===== src/rtl/owlcd_pkg.sv =====
`default_nettype none

package owlcd_pkg;

  localparam int TICK_COUNT_WIDTH = 16;
  localparam int TICK_REG_W       = 16;
  localparam int CFG_INDEX_W      = 3;
  localparam int CFG_DATA_W       = 16;
  localparam int PULSE_INDEX_W    = 5;
  localparam int LAST_PULSE       = 31;

  localparam logic [TICK_REG_W-1:0] ONE_LOW_RESET    = 16'd1;
  localparam logic [TICK_REG_W-1:0] ONE_HIGH_RESET   = 16'd30;
  localparam logic [TICK_REG_W-1:0] ZERO_LOW_RESET   = 16'd20;
  localparam logic [TICK_REG_W-1:0] ZERO_HIGH_RESET  = 16'd150;
  localparam logic [TICK_REG_W-1:0] LATCH_LOW_RESET  = 16'd250;
  localparam logic [TICK_REG_W-1:0] LATCH_HIGH_RESET = 16'd500;

  typedef enum logic [CFG_INDEX_W-1:0] {
    REG_ONE_LOW    = 3'd0,
    REG_ONE_HIGH   = 3'd1,
    REG_ZERO_LOW   = 3'd2,
    REG_ZERO_HIGH  = 3'd3,
    REG_LATCH_LOW  = 3'd4,
    REG_LATCH_HIGH = 3'd5,
    REG_BACKLIGHT  = 3'd6
  } cfg_reg_t;

  typedef enum logic [1:0] {
    KIND_ZERO  = 2'd0,
    KIND_ONE   = 2'd1,
    KIND_LATCH = 2'd2
  } pulse_kind_t;

  typedef struct packed {
    logic                  cmd;
    logic [7:0]            byte_value;
    logic                  is_data;
  } in_t;

  typedef struct packed {
    logic                  line_level;
    logic                  busy_res;
    logic                  rejected;
  } out_t;

  typedef struct packed {
    logic [TICK_REG_W-1:0] one_low_ticks;
    logic [TICK_REG_W-1:0] one_high_ticks;
    logic [TICK_REG_W-1:0] zero_low_ticks;
    logic [TICK_REG_W-1:0] zero_high_ticks;
    logic [TICK_REG_W-1:0] latch_low_ticks;
    logic [TICK_REG_W-1:0] latch_high_ticks;
    logic                  backlight_on;
  } cfg_t;

endpackage

`default_nettype wire


===== src/rtl/owlcd_phase.sv =====
`default_nettype none

module owlcd_phase (
  input  owlcd_pkg::cfg_t                               cfg,
  input  logic [owlcd_pkg::PULSE_INDEX_W-1:0]           pulse_index,
  input  logic                                          in_high_phase,
  input  logic [7:0]                                    held_byte,
  input  logic                                          held_select,
  output logic [owlcd_pkg::TICK_COUNT_WIDTH-1:0]        phase_len
);
  import owlcd_pkg::*;

  logic [3:0]            nybble;
  pulse_kind_t           kind;
  logic [TICK_REG_W-1:0] sel_ticks;
  logic [31:0]           sel_ext;
  logic [TICK_COUNT_WIDTH-1:0] trunc_len;

  assign nybble = pulse_index[4] ? held_byte[3:0] : held_byte[7:4];

  always_comb begin
    case (pulse_index[2:0])
      3'd0:    kind = cfg.backlight_on ? KIND_ONE : KIND_ZERO;
      3'd1:    kind = pulse_index[3] ? KIND_ZERO : KIND_ONE;
      3'd2:    kind = held_select ? KIND_ONE : KIND_ZERO;
      3'd3:    kind = nybble[3] ? KIND_ONE : KIND_ZERO;
      3'd4:    kind = nybble[2] ? KIND_ONE : KIND_ZERO;
      3'd5:    kind = nybble[1] ? KIND_ONE : KIND_ZERO;
      3'd6:    kind = nybble[0] ? KIND_ONE : KIND_ZERO;
      default: kind = KIND_LATCH;
    endcase
  end

  always_comb begin
    case (kind)
      KIND_ONE:   sel_ticks = in_high_phase ? cfg.one_high_ticks : cfg.one_low_ticks;
      KIND_LATCH: sel_ticks = in_high_phase ? cfg.latch_high_ticks : cfg.latch_low_ticks;
      default:    sel_ticks = in_high_phase ? cfg.zero_high_ticks : cfg.zero_low_ticks;
    endcase
  end

  // A length is taken modulo the counter range, and a length of zero counts as one.
  assign sel_ext   = 32'(sel_ticks);
  assign trunc_len = sel_ext[TICK_COUNT_WIDTH-1:0];
  assign phase_len = (trunc_len == '0) ? TICK_COUNT_WIDTH'(1) : trunc_len;

endmodule

`default_nettype wire


===== src/rtl/one_wire_pulse_width_lcd_serializer.sv =====
`default_nettype none

// Channel   Direction  Handshake              Payload
// in_       input      in_valid / in_ready    in_data   (cmd, byte_value, is_data)
// out_      output     out_valid / out_ready  out_data  (line_level, busy_res, rejected)
// cfg_      input      cfg_we                 cfg_index, cfg_wdata
//
// Every transfer on the input produces exactly one result, shown in the cycle after it.
// One item is taken per cycle while in_ready is high; the sequencer state and
// the result register are both updated at the edge of the input transfer.
// The input stalls only while a result is held in the output register and
// out_ready is low. Reset is synchronous and active low; the wire is high after it.

module one_wire_pulse_width_lcd_serializer (
  input  logic                                  clk,
  input  logic                                  rst_n,
  input  logic                                  in_valid,
  output logic                                  in_ready,
  input  owlcd_pkg::in_t                        in_data,
  output logic                                  out_valid,
  input  logic                                  out_ready,
  output owlcd_pkg::out_t                       out_data,
  input  logic                                  cfg_we,
  input  logic [owlcd_pkg::CFG_INDEX_W-1:0]     cfg_index,
  input  logic [owlcd_pkg::CFG_DATA_W-1:0]      cfg_wdata
);
  import owlcd_pkg::*;

  cfg_t                        cfg_r;
  logic                        sending_r, sending_nxt;
  logic [PULSE_INDEX_W-1:0]    pulse_index_r, pulse_index_nxt;
  logic                        in_high_phase_r, in_high_phase_nxt;
  logic [TICK_COUNT_WIDTH-1:0] phase_counter_r, phase_counter_nxt;
  logic                        wire_level_r, wire_level_nxt;
  logic [7:0]                  held_byte_r;
  logic                        held_select_r;
  logic                        out_valid_r;
  out_t                        out_r, out_nxt;

  logic                        in_xfer;
  logic                        take_byte;
  logic [TICK_COUNT_WIDTH-1:0] phase_len;
  logic [TICK_COUNT_WIDTH-1:0] count_inc;
  logic                        rejected;

  owlcd_phase u_phase (
    .cfg           (cfg_r),
    .pulse_index   (pulse_index_r),
    .in_high_phase (in_high_phase_r),
    .held_byte     (held_byte_r),
    .held_select   (held_select_r),
    .phase_len     (phase_len)
  );

  assign in_ready  = !out_valid_r || out_ready;
  assign in_xfer   = in_valid && in_ready;
  assign take_byte = in_xfer && in_data.cmd && !sending_r;
  assign count_inc = phase_counter_r + TICK_COUNT_WIDTH'(1);

  always_comb begin
    sending_nxt       = sending_r;
    pulse_index_nxt   = pulse_index_r;
    in_high_phase_nxt = in_high_phase_r;
    phase_counter_nxt = phase_counter_r;
    wire_level_nxt    = wire_level_r;
    rejected          = 1'b0;
    if (in_data.cmd) begin
      if (sending_r) begin
        rejected = 1'b1;
      end else begin
        sending_nxt       = 1'b1;
        pulse_index_nxt   = '0;
        in_high_phase_nxt = 1'b0;
        phase_counter_nxt = '0;
        wire_level_nxt    = 1'b0;
      end
    end else if (sending_r) begin
      phase_counter_nxt = count_inc;
      if (count_inc >= phase_len) begin
        phase_counter_nxt = '0;
        if (!in_high_phase_r) begin
          in_high_phase_nxt = 1'b1;
          wire_level_nxt    = 1'b1;
        end else if (pulse_index_r == PULSE_INDEX_W'(LAST_PULSE)) begin
          sending_nxt       = 1'b0;
          pulse_index_nxt   = '0;
          in_high_phase_nxt = 1'b0;
          wire_level_nxt    = 1'b1;
        end else begin
          pulse_index_nxt   = pulse_index_r + PULSE_INDEX_W'(1);
          in_high_phase_nxt = 1'b0;
          wire_level_nxt    = 1'b0;
        end
      end
    end
    out_nxt.line_level = wire_level_nxt;
    out_nxt.busy_res   = sending_nxt;
    out_nxt.rejected   = rejected;
  end

  always_ff @(posedge clk) begin
    if (!rst_n) begin
      cfg_r.one_low_ticks    <= ONE_LOW_RESET;
      cfg_r.one_high_ticks   <= ONE_HIGH_RESET;
      cfg_r.zero_low_ticks   <= ZERO_LOW_RESET;
      cfg_r.zero_high_ticks  <= ZERO_HIGH_RESET;
      cfg_r.latch_low_ticks  <= LATCH_LOW_RESET;
      cfg_r.latch_high_ticks <= LATCH_HIGH_RESET;
      cfg_r.backlight_on     <= 1'b0;
    end else if (cfg_we) begin
      case (cfg_reg_t'(cfg_index))
        REG_ONE_LOW:    cfg_r.one_low_ticks    <= cfg_wdata[TICK_REG_W-1:0];
        REG_ONE_HIGH:   cfg_r.one_high_ticks   <= cfg_wdata[TICK_REG_W-1:0];
        REG_ZERO_LOW:   cfg_r.zero_low_ticks   <= cfg_wdata[TICK_REG_W-1:0];
        REG_ZERO_HIGH:  cfg_r.zero_high_ticks  <= cfg_wdata[TICK_REG_W-1:0];
        REG_LATCH_LOW:  cfg_r.latch_low_ticks  <= cfg_wdata[TICK_REG_W-1:0];
        REG_LATCH_HIGH: cfg_r.latch_high_ticks <= cfg_wdata[TICK_REG_W-1:0];
        REG_BACKLIGHT:  cfg_r.backlight_on     <= cfg_wdata[0];
        default: ;
      endcase
    end
  end

  always_ff @(posedge clk) begin
    if (!rst_n) begin
      sending_r       <= 1'b0;
      pulse_index_r   <= '0;
      in_high_phase_r <= 1'b0;
      phase_counter_r <= '0;
      wire_level_r    <= 1'b1;
      out_valid_r     <= 1'b0;
    end else begin
      if (in_xfer) begin
        sending_r       <= sending_nxt;
        pulse_index_r   <= pulse_index_nxt;
        in_high_phase_r <= in_high_phase_nxt;
        phase_counter_r <= phase_counter_nxt;
        wire_level_r    <= wire_level_nxt;
        out_valid_r     <= 1'b1;
      end else if (out_ready) begin
        out_valid_r     <= 1'b0;
      end
    end
  end

  always_ff @(posedge clk) begin
    if (take_byte) begin
      held_byte_r   <= in_data.byte_value;
      held_select_r <= in_data.is_data;
    end
    if (in_xfer) begin
      out_r <= out_nxt;
    end
  end

  assign out_valid = out_valid_r;
  assign out_data  = out_r;

  a_idle_wire_high: assert property (@(posedge clk) disable iff (!rst_n)
    !sending_r |-> (wire_level_r && pulse_index_r == '0 && phase_counter_r == '0))
    else $error("idle sequencer has a low wire or stale position");

  a_reject_only_busy: assert property (@(posedge clk) disable iff (!rst_n)
    (out_valid_r && out_r.rejected) |-> out_r.busy_res)
    else $error("rejected result while not busy");

  a_send_starts_low: assert property (@(posedge clk) disable iff (!rst_n)
    take_byte |=> (sending_r && !wire_level_r && !in_high_phase_r))
    else $error("accepted send did not start a low phase");

  a_counter_clears: assert property (@(posedge clk) disable iff (!rst_n)
    (in_xfer && !in_data.cmd && sending_r && count_inc >= phase_len)
    |=> phase_counter_r == '0)
    else $error("phase counter not cleared at the end of a phase");

  a_result_follows: assert property (@(posedge clk) disable iff (!rst_n)
    in_xfer |=> (out_valid_r && out_r.busy_res == sending_r
                 && out_r.line_level == wire_level_r))
    else $error("result register does not match the sequencer state");

endmodule

`default_nettype wire


===== config.mk =====
export PLATFORM = sky130hd
export DESIGN_NAME = one_wire_pulse_width_lcd_serializer
export DESIGN_NICKNAME = d
export VERILOG_FILES = /design/src/rtl/owlcd_pkg.sv /design/src/rtl/owlcd_phase.sv /design/src/rtl/one_wire_pulse_width_lcd_serializer.sv
export SDC_FILE = /design/constraint.sdc
export NUM_CORES = 1
export LEC_CHECK = 0
export BUFFER_PORTS_ARGS = -buffer_cell sky130_fd_sc_hd__buf_2
export CAP_MARGIN = 20
export CELL_PAD_IN_SITES_DETAIL_PLACEMENT = 1
export CELL_PAD_IN_SITES_GLOBAL_PLACEMENT = 1
export CORE_MARGIN = 2
export CORE_UTILIZATION = 27
export CTS_CLUSTER_DIAMETER = 150
export DETAILED_ROUTE_END_ITERATION = 8
export GPL_TIMING_DRIVEN = 0
export PLACE_DENSITY = 0.62
export SETUP_SLACK_MARGIN = 0.15
export SYNTH_ARGS = -nofsm -noshare
export SYNTH_HDL_FRONTEND = slang
export SYNTH_SLANG_ARGS = --single-unit

===== constraint.sdc =====
create_clock -name clk -period 5.9 [get_ports clk]
set_input_delay 0.295 -clock clk [delete_from_list [all_inputs] [get_ports clk]]
set_output_delay 0.295 -clock clk [all_outputs]
set_load 0.1 [all_outputs]

==> flow_summary.ini, run 1 <==
[synth]
synthCells = 769
synth_warnings = 0
ys_seq_area_share_pct = 41.2
synth_edf_count = 12
synth_seq_cells = 134
syn_nets = 827
synth_cell_types = 63
synthesis.area_um2 = 6800
dominantRegCellSynth = dfxtp_1
syn_area_per_cell_um2 = 8.84
synth-async-reset-ratio_pct = 0

[placement]
hpwlAfterDp_um = 16600
portBuffers = 38
place_area_um2 = 7420
dp_slack_ns = 0.821
gp_congestion = 0.856

[detailed_routing]
detail_route.vias_per_cell = 5.01
vias = 5870
routedWlPerCell_um = 19.7
wirelength_um = 23100
drtAntennaViolNets = 0
drt_iter0_drc = 307
drc_errors = 0
first_pass_iters = 4

[worst_setup_path]
critical_path.max_stage_delay_ns = 0.69
crit_path_end_kind = register
crit_type = reg2reg
cp_max_fo = 10
cp-start-kind = register
cp.arrival_ns = 5.48
cp_slowest_cell = a221oi_1
r2r_slack_ns = 0.73
path_cells = clkbuf_1, buf_1, mux2_2, a221oi_1, a41o_1, ha_1, nand2b_1, a2111oi_2, o21ai_1, a221oi_2, o22ai_2, and4_1, a311o_1
required_ns = 6.21

[timing]
finalHoldViolations = 0
fmax_ghz = 0.193
min_period_over_period_pct = 87.6
setup_violations = 0
setup_ws_ns = 0.731
clock_skew_ns = 0.0131
report.final.slew_viol_count = 0
rsz0062_at_grt = false
min_period_ns = 5.17
slew_headroom_pct = 27.3
worstMarginPinSlew_ns = 1.08
tns_ns = 0

[power]
power_leakage_nw = 2.97
powerDensity_nw_per_um2 = 270
peakVddDrop_mv = 0.171

[hold_path]
hp-class = in2reg

[clocking]
cts_root_buffer = clkbuf_16
cts_buffer_depth = 2
cts_buffers = 17
cts_hold_buf = 0
clk_pin_slew_ns = 0.06
clock_latency_ns = 0.44
cts_tree = built
cts.repair.resized = 0
cts_sinks = 134
post_cts_buffers = 0
ctsHtreeMaxLevel = 4

[global_routing]
grt_antenna_before_repair = 0
grt_pass1_vias = 5975
grt_pass1_wl_um = 36100
grt_usage_pct = 18.2
grt_overflow = 0
grt_max_degree = 17

[finish]
final_cell_mix = 212 x nand2_1, 122 x dfxtp_1, 75 x a21boi_0, 44 x buf_2
multi_input_area_um2 = 3750
nNetsFinal = 887
fill_cells = 2997
area_growth_pct = 17.3
finish.utilization_pct = 31.9
regArea_um2 = 2800
layout_commonest_cell = nand2_1
diodes = 0
fin_area_um2 = 7970
layout-drive-gt1-share_pct = 13.3

[floorplanning]
initial_core_util_pct = 27.2
dieHeight_um = 163
die_w_um = 163
io_pins = 39
core_um2 = 25000
die_area_um2 = 26500
num_rows = 58

[outcome]
status = finished, final reports clean

[flow_run]
maxCapViolCount = 0
critical path: cells and delay by family (launching register included):
kind | cells | cell delay, ns
AND/OR/NAND/NOR | 2 | 0.39
multiplexers | 1 | 0.42
buffers and inverters | 2 | 1.19
adder cells (fa/ha/maj) | 1 | 0.23
flip-flops | 1 | 0.37
AO/OA/AOI/OAI | 7 | 2.45
worst paths after layout:
path                                   endpoint                          from  cells past startpoint
setup / recovery  pulse_index_r[2]$_SDFFE_PN0P_  in_high_phase_r$_SDFFE_PN0P_                     13
hold / removal         held_byte_r[2]$_DFFE_PP_                    in_data[3]                      1
setup reg to reg  pulse_index_r[2]$_SDFFE_PN0P_  in_high_phase_r$_SDFFE_PN0P_                     13
hold reg to reg          cfg_r[84]$_SDFFE_PN0P_        cfg_r[84]$_SDFFE_PN0P_                      2
cell usage after synthesis (3+ instances only):
cell	n	area [um2]
mux2_2	7	78.8
ha_1	24	300
a211oi_1	7	52.6
inv_1	12	45.0
mux2i_1	18	180
nand4_1	8	50.1
and3_1	10	62.6
buf_2	5	25.0
o21ai_1	4	20.0
nor2_1	17	63.8
a221o_1	3	30.0
dfxtp_1	122	2440
buf_6	3	33.8
and2_1	3	18.8
o211ai_1	9	67.6
edfxtp_1	12	360
nor2b_1	6	37.5
nor3_1	8	40.0
a21boi_0	75	563
nor4_1	6	37.5
o21a_1	3	22.5
a21o_1	8	60.1
clkbuf_1	34	128
o21ai_0	20	100
nand2b_1	4	25.0
a21oi_1	16	80.1
xnor2_1	12	105
mux4_2	12	270
a22o_1	10	87.6
and4_1	4	35.0
nand2_1	212	796
nand3_1	34	170
state kept, by name, summed over array words and instances, names as in the netlist, 3 cells and up:
signal / flops
held_byte_r: 8
pulse_index_r: 5
out_data: 3
cfg_r: 97
phase_counter_r: 16
where the power goes:
group / internal [W] / switching, W
logic: 0.0000540 / 0.000114
registers: 0.000941 / 0.0000123
clock network: 0.000559 / 0.000469
total: 0.00155 / 0.000595
layout make-up:
class | count | area share (%)
Inverter | 13 | 0.612
Tap cell | 330 | 5.18
Buffer | 44 | 2.48
Timing Repair Buffer | 41 | 2.64
Clock buffer | 18 | 5.51
Multi-Input combinational cell | 578 | 47.0
Sequential cell | 134 | 35.2
Clock inverter | 14 | 1.43
logic make-up (layout without fill, tap and decap cells):
family	count (synthesis)	in the layout	share of synthesized area (%)
adder cells (fa/ha/maj)	24	24	4.42
AO/OA/AOI/OAI	180	180	19.5
multiplexers	39	39	8.56
AND/OR/NAND/NOR	321	321	20.9
XOR/XNOR	14	14	1.80
buffers and inverters	57	130	3.63
flip-flops	134	134	41.2
layer usage:
metal | track usage [%] | wire length, um | vias to the layer above
met1 | 24.3 | 11200 | 2897
met3 | 2.52 | 570 | 30
li1 | - | - | 2856
met5 | 0 | 0 | -
met2 | 30.7 | 10900 | 87
met4 | 5.51 | 417 | 0
through the flow:
stage	hold WS [ns]	total power, W	instances
2_1_floorplan	0.394	0.00107	769
3_3_place_gp	0.451	0.00114	1137
3_5_place_dp	0.456	0.00114	1140
4_1_cts	0.0321	0.00216	1172
5_1_grt	0.0346	0.00222	1172
6_report	0.0438	0.00215	1172
Power figures use the tool's default switching activity.
==> run 2: changes to the inputs <==
--- a/config.mk
+++ b/config.mk
@@ -5,6 +5,7 @@
 export SDC_FILE = /design/constraint.sdc
 export NUM_CORES = 1
 export LEC_CHECK = 0
+export ABC_AREA = 1
 export BUFFER_PORTS_ARGS = -buffer_cell sky130_fd_sc_hd__buf_2
 export CAP_MARGIN = 20
 export CELL_PAD_IN_SITES_DETAIL_PLACEMENT = 1
@@ -14,7 +15,7 @@
 export CTS_CLUSTER_DIAMETER = 150
 export DETAILED_ROUTE_END_ITERATION = 8
 export GPL_TIMING_DRIVEN = 0
-export PLACE_DENSITY = 0.62
+export PLACE_DENSITY = 0.64
 export SETUP_SLACK_MARGIN = 0.15
 export SYNTH_ARGS = -nofsm -noshare
 export SYNTH_HDL_FRONTEND = slang
==> constraint.sdc (replaced) <==
create_clock -name clk -period 5.9 [get_ports clk]
set_input_delay 1.18 -clock clk [delete_from_list [all_inputs] [get_ports clk]]
set_output_delay 1.18 -clock clk [all_outputs]
set_load 0.1 [all_outputs]
==> run 2 against run 1 <==
  * Wire length grew 4.5%
  * Flip-flop and latch count did not move
  * Non-clock buffer count down 2
  * Setup slack gained 1.1 ns
  * Clock power is 11% higher
  * Global-route usage increased by 0.98 points
  * Power grew 13%
  * Highest routed layer unchanged
  * Fmax up 28%
  * Via count grew 12%
==> flow_summary.ini, run 2 <==
[global_routing]
grt_pass1_wl_um = 38100
use_met1_pct = 26.3
grt_usage_pct = 19.2
grt_max_degree = 17
grt_overflow = 0
use_met2_pct = 31.4
use_met3_pct = 3.12
grt_antenna_before_repair = 0
grt_pass1_vias = 6561
grt.busiest_layer = met2

[detailed_routing]
drt_iter0_drc = 371
drc_errors = 0
routedWlPerCell_um = 17.6
detail_route.vias_per_cell = 4.78
drtAntennaViolNets = 0
first_pass_iters = 5
vias = 6551
wirelength_um = 24200

[synth]
synth_warnings = 0
synthesis.area_um2 = 6720
ys_seq_area_share_pct = 41.7
synth_top_area_share_pct = 36.4
synth_most_common_cell = nand2_1
synthCells = 975
dominantRegCellSynth = dfxtp_1
synth_edf_count = 12
synth_seq_cells = 134
synth-async-reset-ratio_pct = 0
yosys-top-cells-area = dfxtp_1 36%, nand2_1 15%, nor2_1 9.7%
syn_area_per_cell_um2 = 6.89
synth_common_cells = 275 x nand2_1, 173 x nor2_1, 122 x dfxtp_1, 84 x o21ai_0, 66 x inv_1
yosysTopAreaCell = dfxtp_1
syn_nets = 1033
synth_cell_types = 34

[placement]
portBuffers = 38
place_area_um2 = 7320
hpwlAfterDp_um = 16900
gp_congestion = 0.808
dp_slack_ns = 1.85

[floorplanning]
dieHeight_um = 162
core_um2 = 24400
die_w_um = 162
io_pins = 39
num_rows = 57
die_area_um2 = 26200
initial_core_util_pct = 27.5

[power]
powerDensity_nw_per_um2 = 305
power_w = 0.00242
peakVddDrop_mv = 0.192
power_leakage_nw = 3.63

[timing]
worstMarginPinSlew_ns = 0.941
setup_violations = 0
setup_ws_ns = 1.87
rsz0062_at_grt = false
fmax_ghz = 0.248
report.final.slew_viol_count = 0
tns_ns = 0
finalHoldViolations = 0
min_period_ns = 4.03
slew_headroom_pct = 37.3
min_period_over_period_pct = 68.3
clock_skew_ns = 0.0122

[worst_setup_path]
crit_type = reg2reg
cp.arrival_ns = 4.38
cp-start-kind = register
r2r_start = pulse_index_r[0]$_SDFFE_PN0P_
required_ns = 6.25
cp_max_fo = 10
crit_path_end_kind = register
cp-startpoint = pulse_index_r[0]$_SDFFE_PN0P_

[clocking]
cts.repair.resized = 0
post_cts_buffers = 0
cts_buffers = 17
cts_hold_buf = 0
clk_pin_slew_ns = 0.07
cts_buffer_depth = 2
cts_root_buffer = clkbuf_16
clock_latency_ns = 0.43
cts_tree = built
cts_sinks = 134
ctsHtreeMaxLevel = 4

[hold_path]
worstHoldStart = cfg_r[53]$_SDFFE_PN1P_
hp-class = reg2reg

[outcome]
status = finished, final reports clean

[finish]
final_cell_mix = 275 x nand2_1, 173 x nor2_1, 122 x dfxtp_1, 84 x o21ai_0, 66 x inv_1
reg.largest.list = cfg_r x97, phase_counter_r x16, held_byte_r x8
largest_reg_flops = 97
finish.utilization_pct = 32.5
largest_register = cfg_r
area_growth_pct = 18.2
fin_area_um2 = 7940
layout_commonest_cell = nand2_1
diodes = 0
nNetsFinal = 1091
layout-drive-gt1-share_pct = 9.75

[flow_run]
maxCapViolCount = 0
-- run 2: cell count changes after synthesis, sizes merged, moves of 11 or more --
cell,change
mux2i,-13
nor2,+158
a21oi,+41
a21boi,-76
nand4,+11
mux4,-14
nand3,+12
inv,+58
o21ai,+61
nand2,+67
-- run 2: final timing paths --
| kind | slack [ns] | cells past startpoint | to |
|---|---|---|---|
| max | 1.87 | 26 | phase_counter_r[3]$_SDFFE_PN0P_ |
| min | 0.46 | 2 | cfg_r[53]$_SDFFE_PN1P_ |
| min reg2reg | 0.46 | 2 | cfg_r[53]$_SDFFE_PN1P_ |
| max reg2reg | 1.87 | 26 | phase_counter_r[3]$_SDFFE_PN0P_ |
-- run 2: final cells by class --
class | count | area, um2
flip-flops and latches | 134 | 2800
clock inverters | 13 | 166
fillers | 3094 | 16500
multi-input cells | 724 | 3440
repair buffers | 39 | 195
inverters | 73 | 277
plain buffers | 44 | 195
clock buffers | 19 | 453
well taps | 324 | 405
-- run 2: critical path, stage by stage (launching register included) --
cell and delay [ns]:
dfxtp_1 0.42, ha_1 0.21, ha_1 0.18, nor2_1 0.05
nand2_1 0.09, clkbuf_1 0.53, a21oi_1 0.09, a21oi_1 0.26
nand2_1 0.09, nand2_1 0.14, nand4_1 0.12, nor2_1 0.12
nand2_1 0.05, nand2_1 0.07, ha_1 0.22, nand2_1 0.06
nand3b_1 0.08, nand2_1 0.07, nand2_1 0.04, nand2_1 0.06
nand2_1 0.04, nand2_1 0.07, nand3_1 0.20, nor2_4 0.26
buf_4 0.22, nand2_1 0.07, a21oi_1 0.12
-- run 2: kinds of logic (layout without fill, tap and decap cells) --
kind of cell    after synthesis  in the layout  synth area share, %
simple gates                536            536                 33.2
fa+ha+maj                    24             24                 4.47
flops                       134            134                 41.7
compound gates              145            145                 11.0
buf+inv                     117            188                 7.02
xor+xnor                     14             14                 1.83
mux                           5              5                0.745
-- run 2: metal layers --
layer	vias up	part of all wire (%)
met5	-	0
met4	0	2.0
met3	31	4.7
met2	132	45
met1	3143	48
li1	3245	-
-- run 2: through the flow --
| stage | std cells | hold slack, ns |
|---|---|---|
| 3_3_place_gp | 1337 | 0.437 |
| 2_1_floorplan | 975 | 0.425 |
| 5_1_grt | 1370 | 0.477 |
| 3_5_place_dp | 1338 | 0.443 |
| 6_report | 1370 | 0.459 |
| 4_1_cts | 1370 | 0.459 |
-- run 2: where the power goes --
part	total, W	internal (W)	switching (W)
clock network	0.00114	0.000693	0.000452
logic	0.000310	0.0000853	0.000225
registers	0.000967	0.000950	0.0000168
==> run 3: changes to the inputs <==
--- a/config.mk
+++ b/config.mk
@@ -15,7 +15,7 @@
 export CTS_CLUSTER_DIAMETER = 150
 export DETAILED_ROUTE_END_ITERATION = 8
 export GPL_TIMING_DRIVEN = 0
-export PLACE_DENSITY = 0.64
+export PLACE_DENSITY = 0.66
 export SETUP_SLACK_MARGIN = 0.15
 export SYNTH_ARGS = -nofsm -noshare
 export SYNTH_HDL_FRONTEND = slang
==> constraint.sdc (replaced) <==
create_clock -name clk -period 3.3 [get_ports clk]
set_input_delay 0.66 -clock clk [delete_from_list [all_inputs] [get_ports clk]]
set_output_delay 0.66 -clock clk [all_outputs]
set_load 0.1 [all_outputs]
==> run 3 against run 2 <==
  * The run now ends with negative setup slack left
  * First-iteration DRC count grew 10%
  * Setup slack worse by 2.0 ns
  * Via count increased by 3.8%
  * Final cell count rose by 2.0%
  * Clock skew about the same
  * Critical path depth stayed put
  * Die area is the same
  * Sequential power rose by 79%
  * Fmax is 19% higher
  * Final area increased by 9.7%
==> flow_summary.ini, run 3 (synthesis results as in run 2) <==
[finish]
layout_commonest_cell = nand2_1
diodes = 0
layout-drive-gt1-share_pct = 18.3
nNetsFinal = 1119
area_growth_pct = 29.6
largest_reg_flops = 97
fill_cells = 3001
reg.largest.list = cfg_r x97, phase_counter_r x16, held_byte_r x8
largest_register = cfg_r
final_cell_mix = 256 x nand2_1, 169 x nor2_1, 118 x dfxtp_1, 82 x o21ai_0, 63 x inv_1

[detailed_routing]
detail_route.vias_per_cell = 4.87
routedWlPerCell_um = 18.7
drt_iter0_drc = 408
drtAntennaViolNets = 0
vias = 6803
wirelength_um = 26100
first_pass_iters = 6
drc_errors = 0

[worst_setup_path]
cp-start-kind = register
crit_type = reg2reg
r2r_end = phase_counter_r[3]$_SDFFE_PN0P_
crit_path_end_kind = register
cp_slowest_cell = dfxtp_4
cp_max_fo = 7
cp.arrival_ns = 3.74
required_ns = 3.66
critical_path.max_stage_delay_ns = 0.37
r2r_start = pulse_index_r[1]$_SDFFE_PN0P_
worst_r2r_path_depth = 26
critPathMostFrequentCell = nand2_1
r2r_slack_ns = -0.09

[clocking]
clock_latency_ns = 0.44
cts_hold_buf = 0
cts_buffers = 17
cts_root_buffer = clkbuf_16
cts_buffer_depth = 2
cts_sinks = 134
ctsHtreeMaxLevel = 4
cts_tree = built
clk_pin_slew_ns = 0.07

[flow_run]
maxCapViolCount = 0

[global_routing]
grt_overflow = 0
grt_antenna_before_repair = 0
grt_max_degree = 17
grt_usage_pct = 20.4
grt_pass1_vias = 7143
grt_pass1_wl_um = 40600

[timing]
slew_headroom_pct = 37.9
rsz0062_at_grt = true
fmax_ghz = 0.295
finalHoldViolations = 0
setup_ws_ns = -0.0866
min_period_ns = 3.39
min_period_over_period_pct = 103
report.final.slew_viol_count = 0
setup_violations = 21
tns_ns = -0.747
clock_skew_ns = 0.0125
worstMarginPinSlew_ns = 0.925

[power]
peakVddDrop_mv = 0.299
power_w = 0.00455
powerDensity_nw_per_um2 = 523
power_leakage_nw = 3.93

[hold_path]
worstHoldStart = in_data[3]
min_to = held_byte_r[2]$_DFFE_PP_
hold_depth = 1
hp-class = in2reg

[placement]
portBuffers = 38
gp_congestion = 0.810
hpwlAfterDp_um = 16900

[outcome]
violations = negative setup slack
status = complete, but fails checks

[floorplanning]
die_w_um = 162
core_um2 = 24400
io_pins = 39
initial_core_util_pct = 27.5
dieHeight_um = 162
die_area_um2 = 26200
num_rows = 57
-- run 3: cell count changes in the layout (fill, tap and decap cells not counted), moves of 6 or more --
cell,change
nand2_1,-19
a21oi_1,-18
a21oi_2,+16
buf_4,+14
nand2_2,+14
buf_6,+7
nand3_4,+7
clkbuf_1,-6
-- run 3: worst max path at each step --
stage                                       start                               end  cells past startpoint  slack [ns]
finish              pulse_index_r[1]$_SDFFE_PN0P_   phase_counter_r[3]$_SDFFE_PN0P_                     26       -0.09
global placement    pulse_index_r[0]$_SDFFE_PN0P_  phase_counter_r[12]$_SDFFE_PN0P_                     26       -0.73
detailed placement  pulse_index_r[0]$_SDFFE_PN0P_  phase_counter_r[10]$_SDFFE_PN0P_                     26       -0.79
global route        pulse_index_r[1]$_SDFFE_PN0P_   phase_counter_r[3]$_SDFFE_PN0P_                     24       -0.28
CTS                 pulse_index_r[1]$_SDFFE_PN0P_  phase_counter_r[15]$_SDFFE_PN0P_                     26      -0.007
floorplan                  out_valid$_SDFFE_PN0P_  phase_counter_r[10]$_SDFFE_PN0P_                      7        0.23
-- run 3: area by class of cell --
type	instances	area [um2]	area share, %
flip-flops and latches	134	2810	32.3
well taps	324	405	4.66
plain buffers	44	265	3.05
clock inverters	13	181	2.08
repair buffers	64	463	5.32
multi-input cells	726	3820	43.8
clock buffers	19	464	5.33
repair inverters	1	6.26	0.0719
inverters	73	289	3.32
-- run 3: critical path, delay by kind of cell (launching register included) --
kind / cells / cell delay [ns]
adder cells (fa/ha/maj): 3 / 0.56
AND/OR/NAND/NOR: 18 / 1.60
flip-flops: 1 / 0.37
buffers and inverters: 3 / 0.46
AO/OA/AOI/OAI: 2 / 0.32
-- run 3: metrics by stage --
step / hold slack, ns / utilization [%] / cell area [um2] / setup WS (ns) / instances
after CTS: 0.386 / 34.8 / 8480 / -0.00726 / 1389
after floorplan: 0.425 / - / 6720 / 0.230 / 975
final: 0.395 / 35.7 / 8700 / -0.0866 / 1398
after global placement: 0.437 / 30.0 / 7310 / -0.730 / 1337
after global routing: 0.388 / 35.7 / 8700 / -0.284 / 1398
after detailed placement: 0.444 / 30.0 / 7320 / -0.791 / 1338
-- run 3: timing repair --
action,CTS,global route
setup buffers,14,7
pin swaps,31,33
cloned,5,2
setup endpoints to repair,26,26
resized for setup,93,37
-- run 3: metal layers --
layer / vias up / part of all wire, % / track usage (%)
met1: 3316 / 45 / 25.9
li1: 3311 / - / -
met3: 35 / 4.2 / 3.52
met2: 141 / 48 / 35.1
met5: - / 0 / 0
met4: 0 / 2.0 / 6.64
-- run 3: where the power goes --
part / leakage, nW / total (W) / switching, W / internal [W]
clock network: 0.314 / 0.00213 / 0.000849 / 0.00128
registers: 1.11 / 0.00173 / 0.0000321 / 0.00170
logic: 2.51 / 0.000698 / 0.000463 / 0.000235
total: 3.93 / 0.00455 / 0.00134 / 0.00321
